[src/rtl/core/crc_pkg.sv]
// ----------------------------------------------------------------------------
// crc_pkg
// Shared types and constants for the root counter timer block.
// ----------------------------------------------------------------------------
`default_nettype none

package crc_pkg;

   // Clamp on elapsed cycles per tick request
   localparam int MAX_CYCLES = 1023;

   localparam int DATA_W  = 16;
   localparam int CYC_W   = 10;
   localparam int ACC_W   = 11;
   // accumulator plus clamped cycles, also the widest tick count
   localparam int SUM_W   = $clog2((1 << ACC_W) + MAX_CYCLES);
   localparam int NUM_TMR = 3;

   // Request commands
   localparam logic [1:0] CMD_READ  = 2'd0;
   localparam logic [1:0] CMD_WRITE = 2'd1;
   localparam logic [1:0] CMD_TICK  = 2'd2;

   // Address window
   localparam logic [31:0] WIN_BASE = 32'h1F80_1100;
   localparam logic [31:0] WIN_LAST = 32'h1F80_1128;

   // Register offsets inside a slot
   localparam logic [3:0] OFF_COUNT  = 4'h0;
   localparam logic [3:0] OFF_MODE   = 4'h4;
   localparam logic [3:0] OFF_TARGET = 4'h8;

   localparam logic [DATA_W-1:0] TOP_VALUE = 16'hFFFF;
   localparam int SLOW_SHIFT = 3;   // divide by 8

   // Mode word bits
   localparam int MB_RESET_AT_TARGET = 3;
   localparam int MB_IRQ_TARGET      = 4;
   localparam int MB_IRQ_TOP         = 5;
   localparam int MB_SRC_LO          = 8;
   localparam int MB_REACHED_TARGET  = 11;
   localparam int MB_REACHED_TOP     = 12;

   typedef struct packed {
      logic [1:0]        command;
      logic [31:0]       address;
      logic [DATA_W-1:0] write_value;
      logic [CYC_W-1:0]  cycles;
   } crc_req_type;

   typedef struct packed {
      logic [DATA_W-1:0] read_data;
      logic              status;
      logic              irq_raised;
   } crc_rsp_type;

   typedef struct packed {
      logic exec;     // carry out the accepted request
      logic step;     // advance timer 2 by one tick
      logic finish;   // load the tick result into the response register
   } crc_cmd_type;

   typedef struct packed {
      logic is_tick;
      logic ticks_done;
   } crc_stat_type;

endpackage

`default_nettype wire

[src/rtl/core/crc_ctrl.sv]
// ----------------------------------------------------------------------------
// crc_ctrl
// Sequencer: accepts requests, runs tick loops, owns the response valid.
// ----------------------------------------------------------------------------
`default_nettype none

module crc_ctrl (
   input  wire logic                  clock,
   input  wire logic                  reset,
   input  wire logic                  req_valid,
   output logic                       req_stall,
   output logic                       rsp_valid,
   input  wire logic                  rsp_stall,
   input  wire crc_pkg::crc_stat_type stat,
   output crc_pkg::crc_cmd_type       cmd
);

   typedef enum logic {
      ST_IDLE,
      ST_STEP
   } state_type;

   state_type state_ff, state_in;
   logic      rsp_valid_ff, rsp_valid_in;
   logic      out_free;

   always_comb begin
      out_free     = !rsp_valid_ff || !rsp_stall;
      cmd          = '0;
      req_stall    = 1'b1;
      state_in     = state_ff;
      rsp_valid_in = rsp_valid_ff && rsp_stall;
      case (state_ff)
         ST_IDLE: begin
            req_stall = !out_free;
            if (req_valid && out_free) begin
               cmd.exec = 1'b1;
               if (stat.is_tick) begin
                  state_in = ST_STEP;
               end else begin
                  rsp_valid_in = 1'b1;
               end
            end
         end
         ST_STEP: begin
            if (!stat.ticks_done) begin
               cmd.step = 1'b1;
            end else if (out_free) begin
               cmd.finish   = 1'b1;
               rsp_valid_in = 1'b1;
               state_in     = ST_IDLE;
            end
         end
         default: begin
            state_in = ST_IDLE;
         end
      endcase
   end

   always_ff @(posedge clock) begin
      if (reset) begin
         state_ff     <= ST_IDLE;
         rsp_valid_ff <= 1'b0;
      end else begin
         state_ff     <= state_in;
         rsp_valid_ff <= rsp_valid_in;
      end
   end

   assign rsp_valid = rsp_valid_ff;

   a_tick_enters_step: assert property (@(posedge clock) disable iff (reset)
      cmd.exec && stat.is_tick |=> state_ff == ST_STEP)
      else $error("tick request did not start the step loop");

   a_rsp_from_load: assert property (@(posedge clock) disable iff (reset)
      $rose(rsp_valid_ff) |-> $past((cmd.exec && !stat.is_tick) || cmd.finish))
      else $error("response valid rose without a result load");

   a_step_only_pending: assert property (@(posedge clock) disable iff (reset)
      cmd.step |-> state_ff == ST_STEP && !stat.ticks_done)
      else $error("step issued with no ticks pending");

   a_no_accept_busy: assert property (@(posedge clock) disable iff (reset)
      state_ff == ST_STEP |-> req_stall && !cmd.exec)
      else $error("request taken during tick loop");

endmodule

`default_nettype wire

[src/rtl/core/crc_dp.sv]
// ----------------------------------------------------------------------------
// crc_dp
// Timer registers, bus decode, tick counter and response register.
// ----------------------------------------------------------------------------
`default_nettype none

module crc_dp (
   input  wire logic                 clock,
   input  wire logic                 reset,
   input  wire crc_pkg::crc_req_type req_payload,
   input  wire crc_pkg::crc_cmd_type cmd,
   output crc_pkg::crc_stat_type     stat,
   output crc_pkg::crc_rsp_type      rsp_payload
);

   localparam int DW = crc_pkg::DATA_W;
   localparam int SW = crc_pkg::SUM_W;

   logic [DW-1:0] count_ff  [crc_pkg::NUM_TMR];
   logic [DW-1:0] mode_ff   [crc_pkg::NUM_TMR];
   logic [DW-1:0] target_ff [crc_pkg::NUM_TMR];
   logic [crc_pkg::ACC_W-1:0] accum_ff, accum_in;
   logic [SW-1:0] ticks_ff, ticks_in;
   logic          irq_ff;
   crc_pkg::crc_rsp_type rsp_ff;

   // decode
   logic          mapped;
   logic [1:0]    slot;
   logic [3:0]    offset;
   logic [DW-1:0] rd_value;

   // tick setup
   logic [SW-1:0] cyc_sat;
   logic [SW-1:0] acc_sum;
   logic          slow_src;

   // one tick of timer 2
   logic [DW-1:0] c1, c2, c3;
   logic [DW-1:0] m1, m2;
   logic          hit_target, hit_top, step_irq;

   always_comb begin
      slot   = req_payload.address[5:4];
      offset = req_payload.address[3:0];
      mapped = (req_payload.address[31:6] == crc_pkg::WIN_BASE[31:6])
            && (req_payload.address[5:0] <= crc_pkg::WIN_LAST[5:0])
            && (offset == crc_pkg::OFF_COUNT || offset == crc_pkg::OFF_MODE
                || offset == crc_pkg::OFF_TARGET);
      rd_value = '0;
      if (mapped) begin
         case (offset)
            crc_pkg::OFF_COUNT:  rd_value = count_ff[slot];
            crc_pkg::OFF_MODE:   rd_value = mode_ff[slot];
            crc_pkg::OFF_TARGET: rd_value = target_ff[slot];
            default:             rd_value = '0;
         endcase
      end
   end

   always_comb begin
      if (SW'(req_payload.cycles) > SW'(crc_pkg::MAX_CYCLES)) begin
         cyc_sat = SW'(crc_pkg::MAX_CYCLES);
      end else begin
         cyc_sat = SW'(req_payload.cycles);
      end
      acc_sum  = SW'(accum_ff) + cyc_sat;
      slow_src = mode_ff[2][crc_pkg::MB_SRC_LO + 1];   // source 2 or 3
      if (slow_src) begin
         ticks_in = acc_sum >> crc_pkg::SLOW_SHIFT;
         accum_in = crc_pkg::ACC_W'(acc_sum[crc_pkg::SLOW_SHIFT-1:0]);
      end else begin
         ticks_in = acc_sum;
         accum_in = '0;
      end
   end

   // target compare first, then the top value on the possibly reset count
   always_comb begin
      c1         = count_ff[2] + DW'(1);
      hit_target = (c1 == target_ff[2]);
      m1         = mode_ff[2];
      c2         = c1;
      if (hit_target) begin
         m1[crc_pkg::MB_REACHED_TARGET] = 1'b1;
         if (mode_ff[2][crc_pkg::MB_RESET_AT_TARGET]) begin
            c2 = '0;
         end
      end
      hit_top = (c2 == crc_pkg::TOP_VALUE);
      m2      = m1;
      c3      = c2;
      if (hit_top) begin
         m2[crc_pkg::MB_REACHED_TOP] = 1'b1;
         if (!mode_ff[2][crc_pkg::MB_RESET_AT_TARGET]) begin
            c3 = '0;
         end
      end
      step_irq = (hit_target && mode_ff[2][crc_pkg::MB_IRQ_TARGET])
              || (hit_top && mode_ff[2][crc_pkg::MB_IRQ_TOP]);
   end

   always_ff @(posedge clock) begin
      if (reset) begin
         for (int i = 0; i < crc_pkg::NUM_TMR; i++) begin
            count_ff[i]  <= '0;
            mode_ff[i]   <= '0;
            target_ff[i] <= '0;
         end
         accum_ff <= '0;
         ticks_ff <= '0;
         irq_ff   <= 1'b0;
      end else begin
         if (cmd.exec) begin
            case (req_payload.command)
               crc_pkg::CMD_WRITE: begin
                  if (mapped) begin
                     case (offset)
                        crc_pkg::OFF_COUNT:  count_ff[slot]  <= req_payload.write_value;
                        crc_pkg::OFF_MODE:   mode_ff[slot]   <= req_payload.write_value;
                        crc_pkg::OFF_TARGET: target_ff[slot] <= req_payload.write_value;
                        default: ;
                     endcase
                  end
               end
               crc_pkg::CMD_TICK: begin
                  accum_ff <= accum_in;
                  ticks_ff <= ticks_in;
                  irq_ff   <= 1'b0;
               end
               default: ;
            endcase
         end
         if (cmd.step) begin
            count_ff[2] <= c3;
            mode_ff[2]  <= m2;
            ticks_ff    <= ticks_ff - SW'(1);
            irq_ff      <= irq_ff | step_irq;
         end
      end
   end

   // response register, no reset needed
   always_ff @(posedge clock) begin
      if (cmd.exec && req_payload.command != crc_pkg::CMD_TICK) begin
         rsp_ff.read_data  <= (req_payload.command == crc_pkg::CMD_READ) ? rd_value : '0;
         rsp_ff.status     <= (req_payload.command == crc_pkg::CMD_WRITE) && !mapped;
         rsp_ff.irq_raised <= 1'b0;
      end else if (cmd.finish) begin
         rsp_ff.read_data  <= '0;
         rsp_ff.status     <= 1'b0;
         rsp_ff.irq_raised <= irq_ff;
      end
   end

   assign rsp_payload     = rsp_ff;
   assign stat.is_tick    = (req_payload.command == crc_pkg::CMD_TICK);
   assign stat.ticks_done = (ticks_ff == '0);

   a_step_counts_down: assert property (@(posedge clock) disable iff (reset)
      cmd.step |=> ticks_ff == $past(ticks_ff) - SW'(1))
      else $error("tick counter did not decrement on a step");

   a_irq_sticky: assert property (@(posedge clock) disable iff (reset)
      cmd.step && irq_ff |=> irq_ff)
      else $error("interrupt flag dropped during tick loop");

   a_tick_clears_irq: assert property (@(posedge clock) disable iff (reset)
      cmd.exec && stat.is_tick |=> !irq_ff)
      else $error("interrupt flag not cleared at tick start");

endmodule

`default_nettype wire

[src/rtl/core/console_root_counter_timers.sv]
// Reads and writes give their registered response in the cycle after acceptance.
// A tick request steps once for each timer tick it produces (up to about 1030);
// timer 2 advances one tick per cycle in the datapath.
// One read or write per cycle while rsp_stall is low; requests wait on tick loops.
// Reset: synchronous, active high; all timer registers and the accumulator clear.
// ----------------------------------------------------------------------------
// console_root_counter_timers
// Three 16-bit root counters on a bus window with a cycle-driven timer 2.
// ----------------------------------------------------------------------------
`default_nettype none

module console_root_counter_timers (
   input  wire logic                 clock,
   input  wire logic                 reset,
   input  wire logic                 req_valid,
   output logic                      req_stall,
   input  wire crc_pkg::crc_req_type req_payload,
   output logic                      rsp_valid,
   input  wire logic                 rsp_stall,
   output crc_pkg::crc_rsp_type      rsp_payload
);

   crc_pkg::crc_cmd_type  cmd;
   crc_pkg::crc_stat_type stat;

   crc_ctrl u_ctrl (
      .clock     (clock),
      .reset     (reset),
      .req_valid (req_valid),
      .req_stall (req_stall),
      .rsp_valid (rsp_valid),
      .rsp_stall (rsp_stall),
      .stat      (stat),
      .cmd       (cmd)
   );

   crc_dp u_dp (
      .clock       (clock),
      .reset       (reset),
      .req_payload (req_payload),
      .cmd         (cmd),
      .stat        (stat),
      .rsp_payload (rsp_payload)
   );

endmodule

`default_nettype wire
[config.mk]
export PLATFORM = sky130hd
export DESIGN_NAME = console_root_counter_timers
export DESIGN_NICKNAME = d
export VERILOG_FILES = /design/src/rtl/core/crc_pkg.sv /design/src/rtl/core/crc_ctrl.sv /design/src/rtl/core/crc_dp.sv /design/src/rtl/core/console_root_counter_timers.sv
export SDC_FILE = /design/constraint.sdc
export NUM_CORES = 1
export LEC_CHECK = 0
export BUFFER_PORTS_ARGS = -buffer_cell sky130_fd_sc_hd__buf_4
export CELL_PAD_IN_SITES_DETAIL_PLACEMENT = 0
export CELL_PAD_IN_SITES_GLOBAL_PLACEMENT = 1
export CORE_MARGIN = 3
export CORE_UTILIZATION = 54
export DETAILED_ROUTE_END_ITERATION = 8
export PLACE_DENSITY = 0.83
export SYNTH_ARGS = -nofsm -noshare
export SYNTH_HDL_FRONTEND = slang
export SYNTH_HIERARCHICAL = 1
export SYNTH_SLANG_ARGS = --single-unit
[constraint.sdc]
create_clock -name clock -period 6.6 [get_ports clock]
set_clock_uncertainty 0.1 [all_clocks]
set_input_delay 1.32 -clock clock [delete_from_list [all_inputs] [get_ports clock]]
set_output_delay 1.32 -clock clock [all_outputs]
set_load 0.1 [all_outputs]
### After elaboration in Yosys (flattened, before gate mapping)

Memory sizes are Yosys's and may differ from the RTL's.
Index checks and enable logic that the tools add are counted.

* output and inout bits: 20
* word-level logic and storage cells: 124
* memories kept: 3
* RAM bits: 144
* input port bits: 64
* register bits: 44

* bitwise gates (word level): 4
* multiplexer cells: 70
* reductions and logical operators: 27
* equality and inequality tests: 8
* order comparisons: 1
* $add $sub $neg: 3

Memories
* u_dp.count_ff: words 3, bits a word 16, read ports 2, clocked after memory_dff 0, write ports 3, RTL line crc_dp.sv:19 `logic [DW-1:0] count_ff [crc_pkg::NUM_TMR];`
* u_dp.mode_ff: words 3, bits a word 16, read ports 2, clocked after memory_dff 0, write ports 3, RTL line crc_dp.sv:20 `logic [DW-1:0] mode_ff [crc_pkg::NUM_TMR];`
* u_dp.target_ff: words 3, bits a word 16, read ports 2, clocked after memory_dff 0, write ports 3, RTL line crc_dp.sv:21 `logic [DW-1:0] target_ff [crc_pkg::NUM_TMR];`

Operators with widths (number)
* $mux W16: 11
* $mux W12: 4
* $pmux W16 S3: 1
* $reduce_or A16 Y1: 3
* $mux W1: 45
* $mux W18: 2
* $eq A26 B23 Y1 const B: 1
* $add A16 B1 Y16 const B: 1
* $eq A16 B16 Y1: 1
* $eq A16 B16 Y1 const B: 1
* $add A11 B10 Y12: 1
* $logic_not A12 Y1: 1
* $sub A12 B1 Y12 const B: 1
* $logic_and A1 B1 Y1: 8
* $mux W2: 4
* $le A6 B6 Y1 const B: 1
* $reduce_bool A2 Y1: 3
* $eq A4 B3 Y1 const B: 1
* $eq A4 B4 Y1 const B: 1
* $logic_not A1 Y1: 4
* $logic_not A4 Y1: 1
* $logic_or A1 B1 Y1: 4
* $pmux W1 S2: 2
* $reduce_and A2 Y1: 2
* 7 further kinds: 9

### Logic depth before layout (Yosys ltp)

Gate-level depths: netlist of run 1.

* word-level depth: 11
* mapped depth: 15
* mapped depth without buffers: 13

### Hierarchy

The synthesis of run 1 kept the hierarchy.

Modules (own cells, without submodules)
* crc_dp: area each 11003.1 sq um, seq. area each 6616.3 sq um, instances 1, cells each 841
* crc_ctrl: area each 96.3 sq um, seq. area each 40.0 sq um, instances 1, cells each 13

### Worst setup path before layout of run 1

OpenSTA, ideal clock, no wires.

* kind: input to register
* start: input port rsp_stall
* end: memory u_dp/count_ff[2][0] (netlist name), enable pin
* stages on the path: 8
* required time: 6089 ps
* arrival time: 4451 ps
* path buffers: 0
* slack: 1637 ps
* library setup time: 411 ps
* cells stage by stage: nand2_1 -> nand2b_1 -> nor2_1 -> nand3b_1 -> nor2_1 -> nor4b_1 -> nand3_1 -> o21ai_0

RTL lines
* start: declaration: RTL line console_root_counter_timers.sv:19 `input wire logic rsp_stall,`
* end: declaration: RTL line crc_dp.sv:19

==> run summary, run 1 <==
status - complete, no violations
CTS tree - done
Setup CP Type - input port to flip-flop
maxcap violations - 0
Sequential Power Share - 0.494
core area - 0.0198 mm²
post-detail-place hpwl - 19,600 µm
clock-pin slew on the worst setup and hold paths - 0.06 ns
R2R setup slack - 2.24 ns
Longest Clk Path Bufs - 3
Critical R2R Capture - u_dp/count_ff[2][10]
Post-Synth Simple-Gate Area - 0.182
Final Max Tran Viols - 0
post-placement cell area - 0.0122 mm²
multiplexer area fraction after synthesis - 0.100
yosys synthesis warning count - 6
Setup TNS - 0 ns
Max IR drop VDD - 0.000172 V
clock share of power - 0.388
Pint - 2.60 mW
CP dominant cell by count - nor2_1
H-tree level count - 1
Compound-Gate Fraction of Synth Area - 0.0635
vias in the first global route - 7,603
minimum clock period - 4.53 ns
Hold Path End - u_dp/accum_ff[2]
critical path buffer and inverter count - 1
asr flop ratio synth - 0
Crit-path slowest cell - nor4b_1
RSZ-0062 raised after global routing - false
WL per Instance - 22.5 µm
CP peak stage delay - 0.88 ns
HP Start - u_dp/accum_ff[2]
clk sinks - 228
cell breakdown of the critical path - buf_4 > nand2_1 > nand2b_1 > nor2_1 > nand3b_1 > nor2_1 > nor4b_1 > nand3_1 > nor2_1 > or2_2
EDFF count, synth - 209
DRT Wirelength - 28,300 µm
CTS buffer count - 24
register area share after synthesis - 0.600
syn_area_per_cell - 13.0 µm²
Critical Path RT - 6.66 ns
Slew @ Worst Pin - 1.13 ns
Final Hold Violating Endpoints - 0
largest family of logic cells by synthesized area - simple AND/OR/NAND/NOR gates
fin worst setup slack - 2.07 ns
Via Count - 7,485
vias per inst - 5.94
largest net degree at the start of global routing - 55
Post-DRT Antenna Nets - 0
Die H - 149 µm
CP arrival - 4.59 ns
port buffer count - 83
Synth Instances - 854
HP Class - flip-flop to flip-flop
Post-CTS Hold Buffers - 0
Crit Reg-Reg Startpoint - u_dp/ticks_ff[0]
die footprint - 0.0223 mm²
number of diodes - 0
fin util - 0.652
Ports - 84
Horiz. Die Dim - 149 µm
# DRC - 0
Root Buffer Master - clkbuf_16
share of layout cells above drive strength 1 - 0.196
Final Total Pwr - 3.45 mW
worst hold path cell count - 2
Initial DRT Pass Iterations - 5
FP Rows - 51
cell area after layout - 0.0129 mm²
total gr overflow - 0
Main synth FF type - edfxtp_1
synth unique cells - 67
Resized cells post-CTS - 0
switch share - 0.246
worst reg2reg path depth - 14
RD Place Congestion - 0.903
first-pass GRT wire length - 43,100 µm
Max-Slew Margin vs Limit - 0.244
P_sw - 0.849 mW
post-CTS setup buffers - 0
Initial DRC Count - 563
initial antenna violation count - 0
CP delay by family, top - simple AND/OR/NAND/NOR gates
fmax - 221 MHz
FF+latch count, synth - 228
Adder-Cell Fraction of Synth Area - 0.00744
CP startpoint kind - input port
# nets final - 1,050
Starting Density - 0.559
Final Cycle Share - 0.686
Layout area overhead - 16.6%
clk_lat worst skew - 0.51 ns
XOR/XNOR share of the synthesized area - 0.0269
crit-path max FO - 17
Power Density - 266 mW/mm²
leak pwr - 4.82 nW
pre-CTS WS - 1.75 ns
Combinational Power Share - 0.118
CP Capture Type - flip-flop
Total GRT Usage - 0.255
Setup violations, final - 0
cell area after synthesis - 0.0111 mm²
[layout by cell type, fill, tap and decap left out, types with 17 or more instances in the layout]
cell,n
a21oi_1,22
a22oi_1,17
and2_1,128
buf_4,94
clkbuf_16,25
conb_1,48
dfxtp_1,19
edfxtp_1,209
mux4_2,48
nand2_1,100
nor2_1,51
o21ai_1,18
xnor2_1,19
[worst min-delay path, delay by kind of cell, from the launching register on]
| family | cells | cell delay [ns] |
|---|---|---|
| flip-flops | 1 | 0.32 |
| AND/OR/NAND/NOR | 1 | 0.06 |
| AO/OA/AOI/OAI | 1 | 0.05 |
[power by group through the flow]
stage | logic (mW) | clock network, mW | registers [mW]
floorplan | 0.208 | 0 | 1.78
global placement | 0.396 | 0 | 1.73
detailed placement | 0.404 | 0 | 1.73
CTS | 0.406 | 1.35 | 1.70
global route | 0.435 | 1.41 | 1.71
finish | 0.408 | 1.34 | 1.70
[area by class of cell]
type,count,area [µm²]
clock buffer,27,633
clock inverter,15,145
fill,1536,6900
inverter,16,60.1
multi-input combinational,616,4410
sequential,228,6660
tap,265,332
timing repair buffer,94,706
[state kept, by name, summed over array words and instances, names as in the netlist]
signal,flops
u_ctrl/state_ff,1
u_dp/count_ff,64
u_dp/mode_ff,64
u_ctrl/rsp_valid,1
u_dp/rsp_payload,18
u_dp/ticks_ff,12
u_dp/irq_ff,1
u_dp/accum_ff,3
u_dp/target_ff,64
[through the flow]
| stage | instances | hold WS, ns |
|---|---|---|
| final | 1261 | 0.372 |
| after global routing | 1261 | 0.396 |
| after CTS | 1261 | 0.367 |
| after detailed placement | 1219 | 0.361 |
| after global placement | 1219 | 0.348 |
| after floorplan | 901 | 0.336 |
[how the worst max path moves through the flow]
stage,depth (start not counted),start,slack (ns),to
2_1_floorplan,8,rsp_stall,1.64,u_dp/count_ff[2][0]
4_1_cts,14,u_dp/ticks_ff[0],2.25,u_dp/count_ff[2][8]
6_report,10,rsp_stall,2.07,u_dp/target_ff[2][13]
3_5_place_dp,10,rsp_stall,1.75,u_dp/target_ff[2][10]
5_1_grt,10,rsp_stall,1.89,u_dp/mode_ff[2][13]
3_3_place_gp,10,rsp_stall,1.93,u_dp/target_ff[2][12]
[cells in the mapped netlist, drive strengths merged (3+ instances only)]
cell type / count / area share
a211oi: 4 / 0.0027
a21o: 5 / 0.0034
a21oi: 22 / 0.0099
a221oi: 4 / 0.0032
a22oi: 17 / 0.011
a31oi: 7 / 0.0039
and2: 128 / 0.072
and3: 4 / 0.0023
buf: 10 / 0.0045
clkbuf: 31 / 0.010
dfxtp: 19 / 0.034
edfxtp: 209 / 0.57
ha: 5 / 0.0056
inv: 15 / 0.0051
mux2i: 3 / 0.0027
mux4: 48 / 0.097
nand2: 100 / 0.034
nand2b: 6 / 0.0034
nand3: 14 / 0.0072
nand3b: 3 / 0.0020
nand4: 7 / 0.0045
nor2: 51 / 0.017
nor2b: 5 / 0.0028
nor3: 15 / 0.0068
nor4: 10 / 0.0089
nor4b: 4 / 0.0032
o21ai: 26 / 0.012
or2: 8 / 0.0045
or3: 9 / 0.0051
xnor2: 19 / 0.015
xor2: 10 / 0.0079
[metal layers]
| layer | vias to the layer above | track usage | wire length, µm |
|---|---|---|---|
| met5 | - | 0 | 0 |
| met2 | 336 | 0.428 | 13900 |
| li1 | 3395 | - | - |
| met3 | 45 | 0.0459 | 2390 |
| met1 | 3709 | 0.349 | 11500 |
| met4 | 0 | 0.0632 | 555 |
[logic make-up (layout without fill, tap and decap cells)]
kind of cell / count (synthesis) / count (layout)
adders and majority gates: 6 / 6
DFF: 228 / 228
buffers and inverters: 57 / 152
other: 1 / 48
muxes: 51 / 51
xor gates and xnor gates: 31 / 31
AOI/OAI and AO/OA: 106 / 106
and+or+nand+nor: 374 / 374
No activity file was read; power rests on OpenSTA's default activity.
==> run 2, diff against run 1 <==
--- a/config.mk
+++ b/config.mk
@@ -9,9 +9,9 @@
 export CELL_PAD_IN_SITES_DETAIL_PLACEMENT = 0
 export CELL_PAD_IN_SITES_GLOBAL_PLACEMENT = 1
 export CORE_MARGIN = 3
-export CORE_UTILIZATION = 54
+export CORE_UTILIZATION = 50
 export DETAILED_ROUTE_END_ITERATION = 8
-export PLACE_DENSITY = 0.83
+export PLACE_DENSITY = 0.77
 export SYNTH_ARGS = -nofsm -noshare
 export SYNTH_HDL_FRONTEND = slang
 export SYNTH_HIERARCHICAL = 1
==> constraint.sdc (replaced) <==
create_clock -name clock -period 4.2 [get_ports clock]
set_clock_uncertainty 0.1 [all_clocks]
set_input_delay 0.84 -clock clock [delete_from_list [all_inputs] [get_ports clock]]
set_output_delay 0.84 -clock clock [all_outputs]
set_load 0.1 [all_outputs]
==> run summary, run 2 (synthesis gave the netlist of run 1 again) <==
HP Class - flip-flop to flip-flop (unchanged)
Post-CTS Hold Buffers - 0 (unchanged)
Max IR drop VDD - 0.000332 V (was 0.000172 V)
Longest Clk Path Bufs - 3 (unchanged)
CP delay by family, top - simple AND/OR/NAND/NOR gates (unchanged)
DRT Wirelength - 28,000 µm (was 28,300 µm)
vias per inst - 5.86 (was 5.94)
Critical Path RT - 4.46 ns (was 6.66 ns)
placed cells - 1,239 (was 1,219)
Finished Layout Cells - 1,284 (was 1,261)
maxcap violations - 0 (unchanged)
Max-Slew Margin vs Limit - 0.503 (was 0.244)
cell area after layout - 0.0131 mm² (was 0.0129 mm²)
Initial DRT Pass Iterations - 5 (unchanged)
# DRC - 0 (unchanged)
vias in the first global route - 7,638 (was 7,603)
post-placement cell area - 0.0123 mm² (was 0.0122 mm²)
core area - 0.0214 mm² (was 0.0198 mm²)
leak pwr - 4.88 nW (was 4.82 nW)
post-detail-place hpwl - 19,800 µm (was 19,600 µm)
Final Hold Violating Endpoints - 0 (unchanged)
H-tree level count - 1 (unchanged)
Resized cells post-CTS - 0 (unchanged)
crit-path max FO - 16 (was 17)
R2R setup slack - 0.61 ns (was 2.24 ns)
total gr overflow - 0 (unchanged)
first-pass GRT wire length - 43,300 µm (was 43,100 µm)
minimum clock period - 3.59 ns
Ports - 84 (unchanged)
clock share of power - 0.395 (was 0.388)
Crit-path slowest cell - or4_1 (was nor4b_1)
RSZ-0062 raised after global routing - false (unchanged)
worst reg2reg path depth - 14 (unchanged)
Die H - 155 µm (was 149 µm)
# nets final - 1,061 (was 1,050)
CTS buffer count - 25 (was 24)
post-CTS setup buffers - 0 (unchanged)
Setup TNS - 0 ns (unchanged)
worst hold path cell count - 2 (unchanged)
Crit Reg-Reg Startpoint - u_dp/ticks_ff[0] (unchanged)
P_sw - 1.33 mW (was 0.849 mW)
RD Place Congestion - 0.893 (was 0.903)
Setup CP Type - flip-flop to flip-flop (was input port to flip-flop)
CP Capture Type - flip-flop (unchanged)
initial antenna violation count - 0 (unchanged)
Horiz. Die Dim - 155 µm (was 149 µm)
Initial DRC Count - 728 (was 563)
port buffer count - 83 (unchanged)
Setup violations, final - 0 (unchanged)
Final Max Tran Viols - 0 (unchanged)
Layout area overhead - 17.6% (was 16.6%)
Hold Path End - u_dp/accum_ff[2] (unchanged)
Final Cycle Share - 0.856
fill count - 1,714 (was 1,536)
Post-DRT Antenna Nets - 0 (unchanged)
Slew @ Worst Pin - 0.744 ns (was 1.13 ns)
number of diodes - 0 (unchanged)
Root Buffer Master - clkbuf_16 (unchanged)
switch share - 0.243 (was 0.246)
Sequential Power Share - 0.488 (was 0.494)
Power Density - 419 mW/mm² (was 266 mW/mm²)
WL per Instance - 21.8 µm (was 22.5 µm)
Pint - 4.14 mW (was 2.60 mW)
Starting Density - 0.518 (was 0.559)
HP Start - u_dp/accum_ff[2] (unchanged)
commonest non-fill, non-tap cell in the layout - edfxtp_1 (unchanged)
Critical R2R Capture - u_dp/count_ff[2][12] (was u_dp/count_ff[2][10])
die footprint - 0.0240 mm² (was 0.0223 mm²)
Combinational Power Share - 0.117 (was 0.118)
CP startpoint kind - flip-flop (was input port)
CP arrival - 3.85 ns (was 4.59 ns)
CP peak stage delay - 0.46 ns (was 0.88 ns)
FP Rows - 53 (was 51)
critical path buffer and inverter count - 3 (was 1)
fmax - 278 MHz
Top Registers - u_dp/count_ff x64, u_dp/mode_ff x64, u_dp/target_ff x64 (unchanged)
CTS tree - done (unchanged)
clock-pin slew on the worst setup and hold paths - 0.06 ns (about the same)
largest net degree at the start of global routing - 30 (was 55)
Total GRT Usage - 0.233 (was 0.255)
share of layout cells above drive strength 1 - 0.201 (was 0.196)
clk_lat worst skew - 0.51 ns (about the same)
Via Count - 7,528 (was 7,485)
cell breakdown of the critical path - inv_1 > ha_1 > nand2_1 > or3_1 > or3_1 > or4_1 > nor2_1 > nor2b_1 > inv_1 > nor2_1 > nor3_2 > buf_4 > nand2_1 > o21ai_1 (was buf_4 > nand2_1 > nand2b_1 > nor2_1 > nand3b_1 > nor2_1 > nor4b_1 > nand3_1 > nor2_1 > or2_2)
clk sinks - 228 (unchanged)
commonest cells after routing, fill and taps aside - edfxtp_1, and2_1, buf_4 (was edfxtp_1, and2_1, nand2_1)
status - complete, no violations (unchanged)
[run 2: cell types whose count changed in the layout (fill, tap and decap cells not counted)]
cell | previous run | this run
clkinv_1 | 7 | 4
clkbuf_1 | 2 | 10
clkinvlp_4 | 1 | 0
buf_4 | 94 | 104
clkbuf_8 | 0 | 2
clkinv_2 | 5 | 2
[run 2: area by class of cell]
cell class,count,area (µm²),share of cell area
Tap cell,275,344,0.0264
Clock inverter,8,111,0.00853
Clock buffer,37,691,0.0529
Inverter,16,60.1,0.00460
Sequential cell,228,6660,0.510
Multi-Input combinational cell,616,4410,0.338
Timing Repair Buffer,104,781,0.0598
[run 2: worst max-delay path by stage]
stage	start	endpoint	depth (start not counted)
2_1_floorplan	rsp_stall	u_dp/count_ff[2][0]	8
3_3_place_gp	rsp_stall	u_dp/count_ff[0][5]	11
3_5_place_dp	rsp_stall	u_dp/count_ff[0][5]	11
4_1_cts	u_dp/ticks_ff[0]	u_dp/count_ff[2][12]	14
5_1_grt	u_dp/ticks_ff[0]	u_dp/count_ff[2][12]	14
6_report	u_dp/ticks_ff[0]	u_dp/count_ff[2][12]	14
[run 2: worst min-delay path: stages (launching register included)]
cell and delay, ns:
dfxtp_1 0.32, nand2_1 0.06, a21oi_1 0.05
[run 2: layer usage]
metal / global-route usage / vias up / part of all wire
met5: 0 / - / 0
met4: 0.0517 / 0 / 0.016
met3: 0.0373 / 36 / 0.079
met2: 0.382 / 327 / 0.47
met1: 0.331 / 3750 / 0.43
li1: - / 3415 / -
[run 2: through the flow]
step | util | hold slack [ns] | total power, mW | setup WS [ns]
2_1_floorplan | - | 0.336 | 3.12 | 0.150
3_3_place_gp | 0.572 | 0.354 | 3.34 | 0.692
3_5_place_dp | 0.572 | 0.358 | 3.35 | 0.656
4_1_cts | 0.609 | 0.366 | 5.51 | 0.657
5_1_grt | 0.609 | 0.385 | 5.68 | 0.377
6_report | 0.609 | 0.373 | 5.47 | 0.607
[run 2: power by group through the flow]
stage | Sequential (mW) | Combinational, mW | Clock, mW
finish | 2.67 | 0.641 | 2.16
global route | 2.68 | 0.688 | 2.31
CTS | 2.67 | 0.639 | 2.20
detailed placement | 2.72 | 0.636 | 0
global placement | 2.71 | 0.628 | 0
floorplan | 2.79 | 0.327 | 0
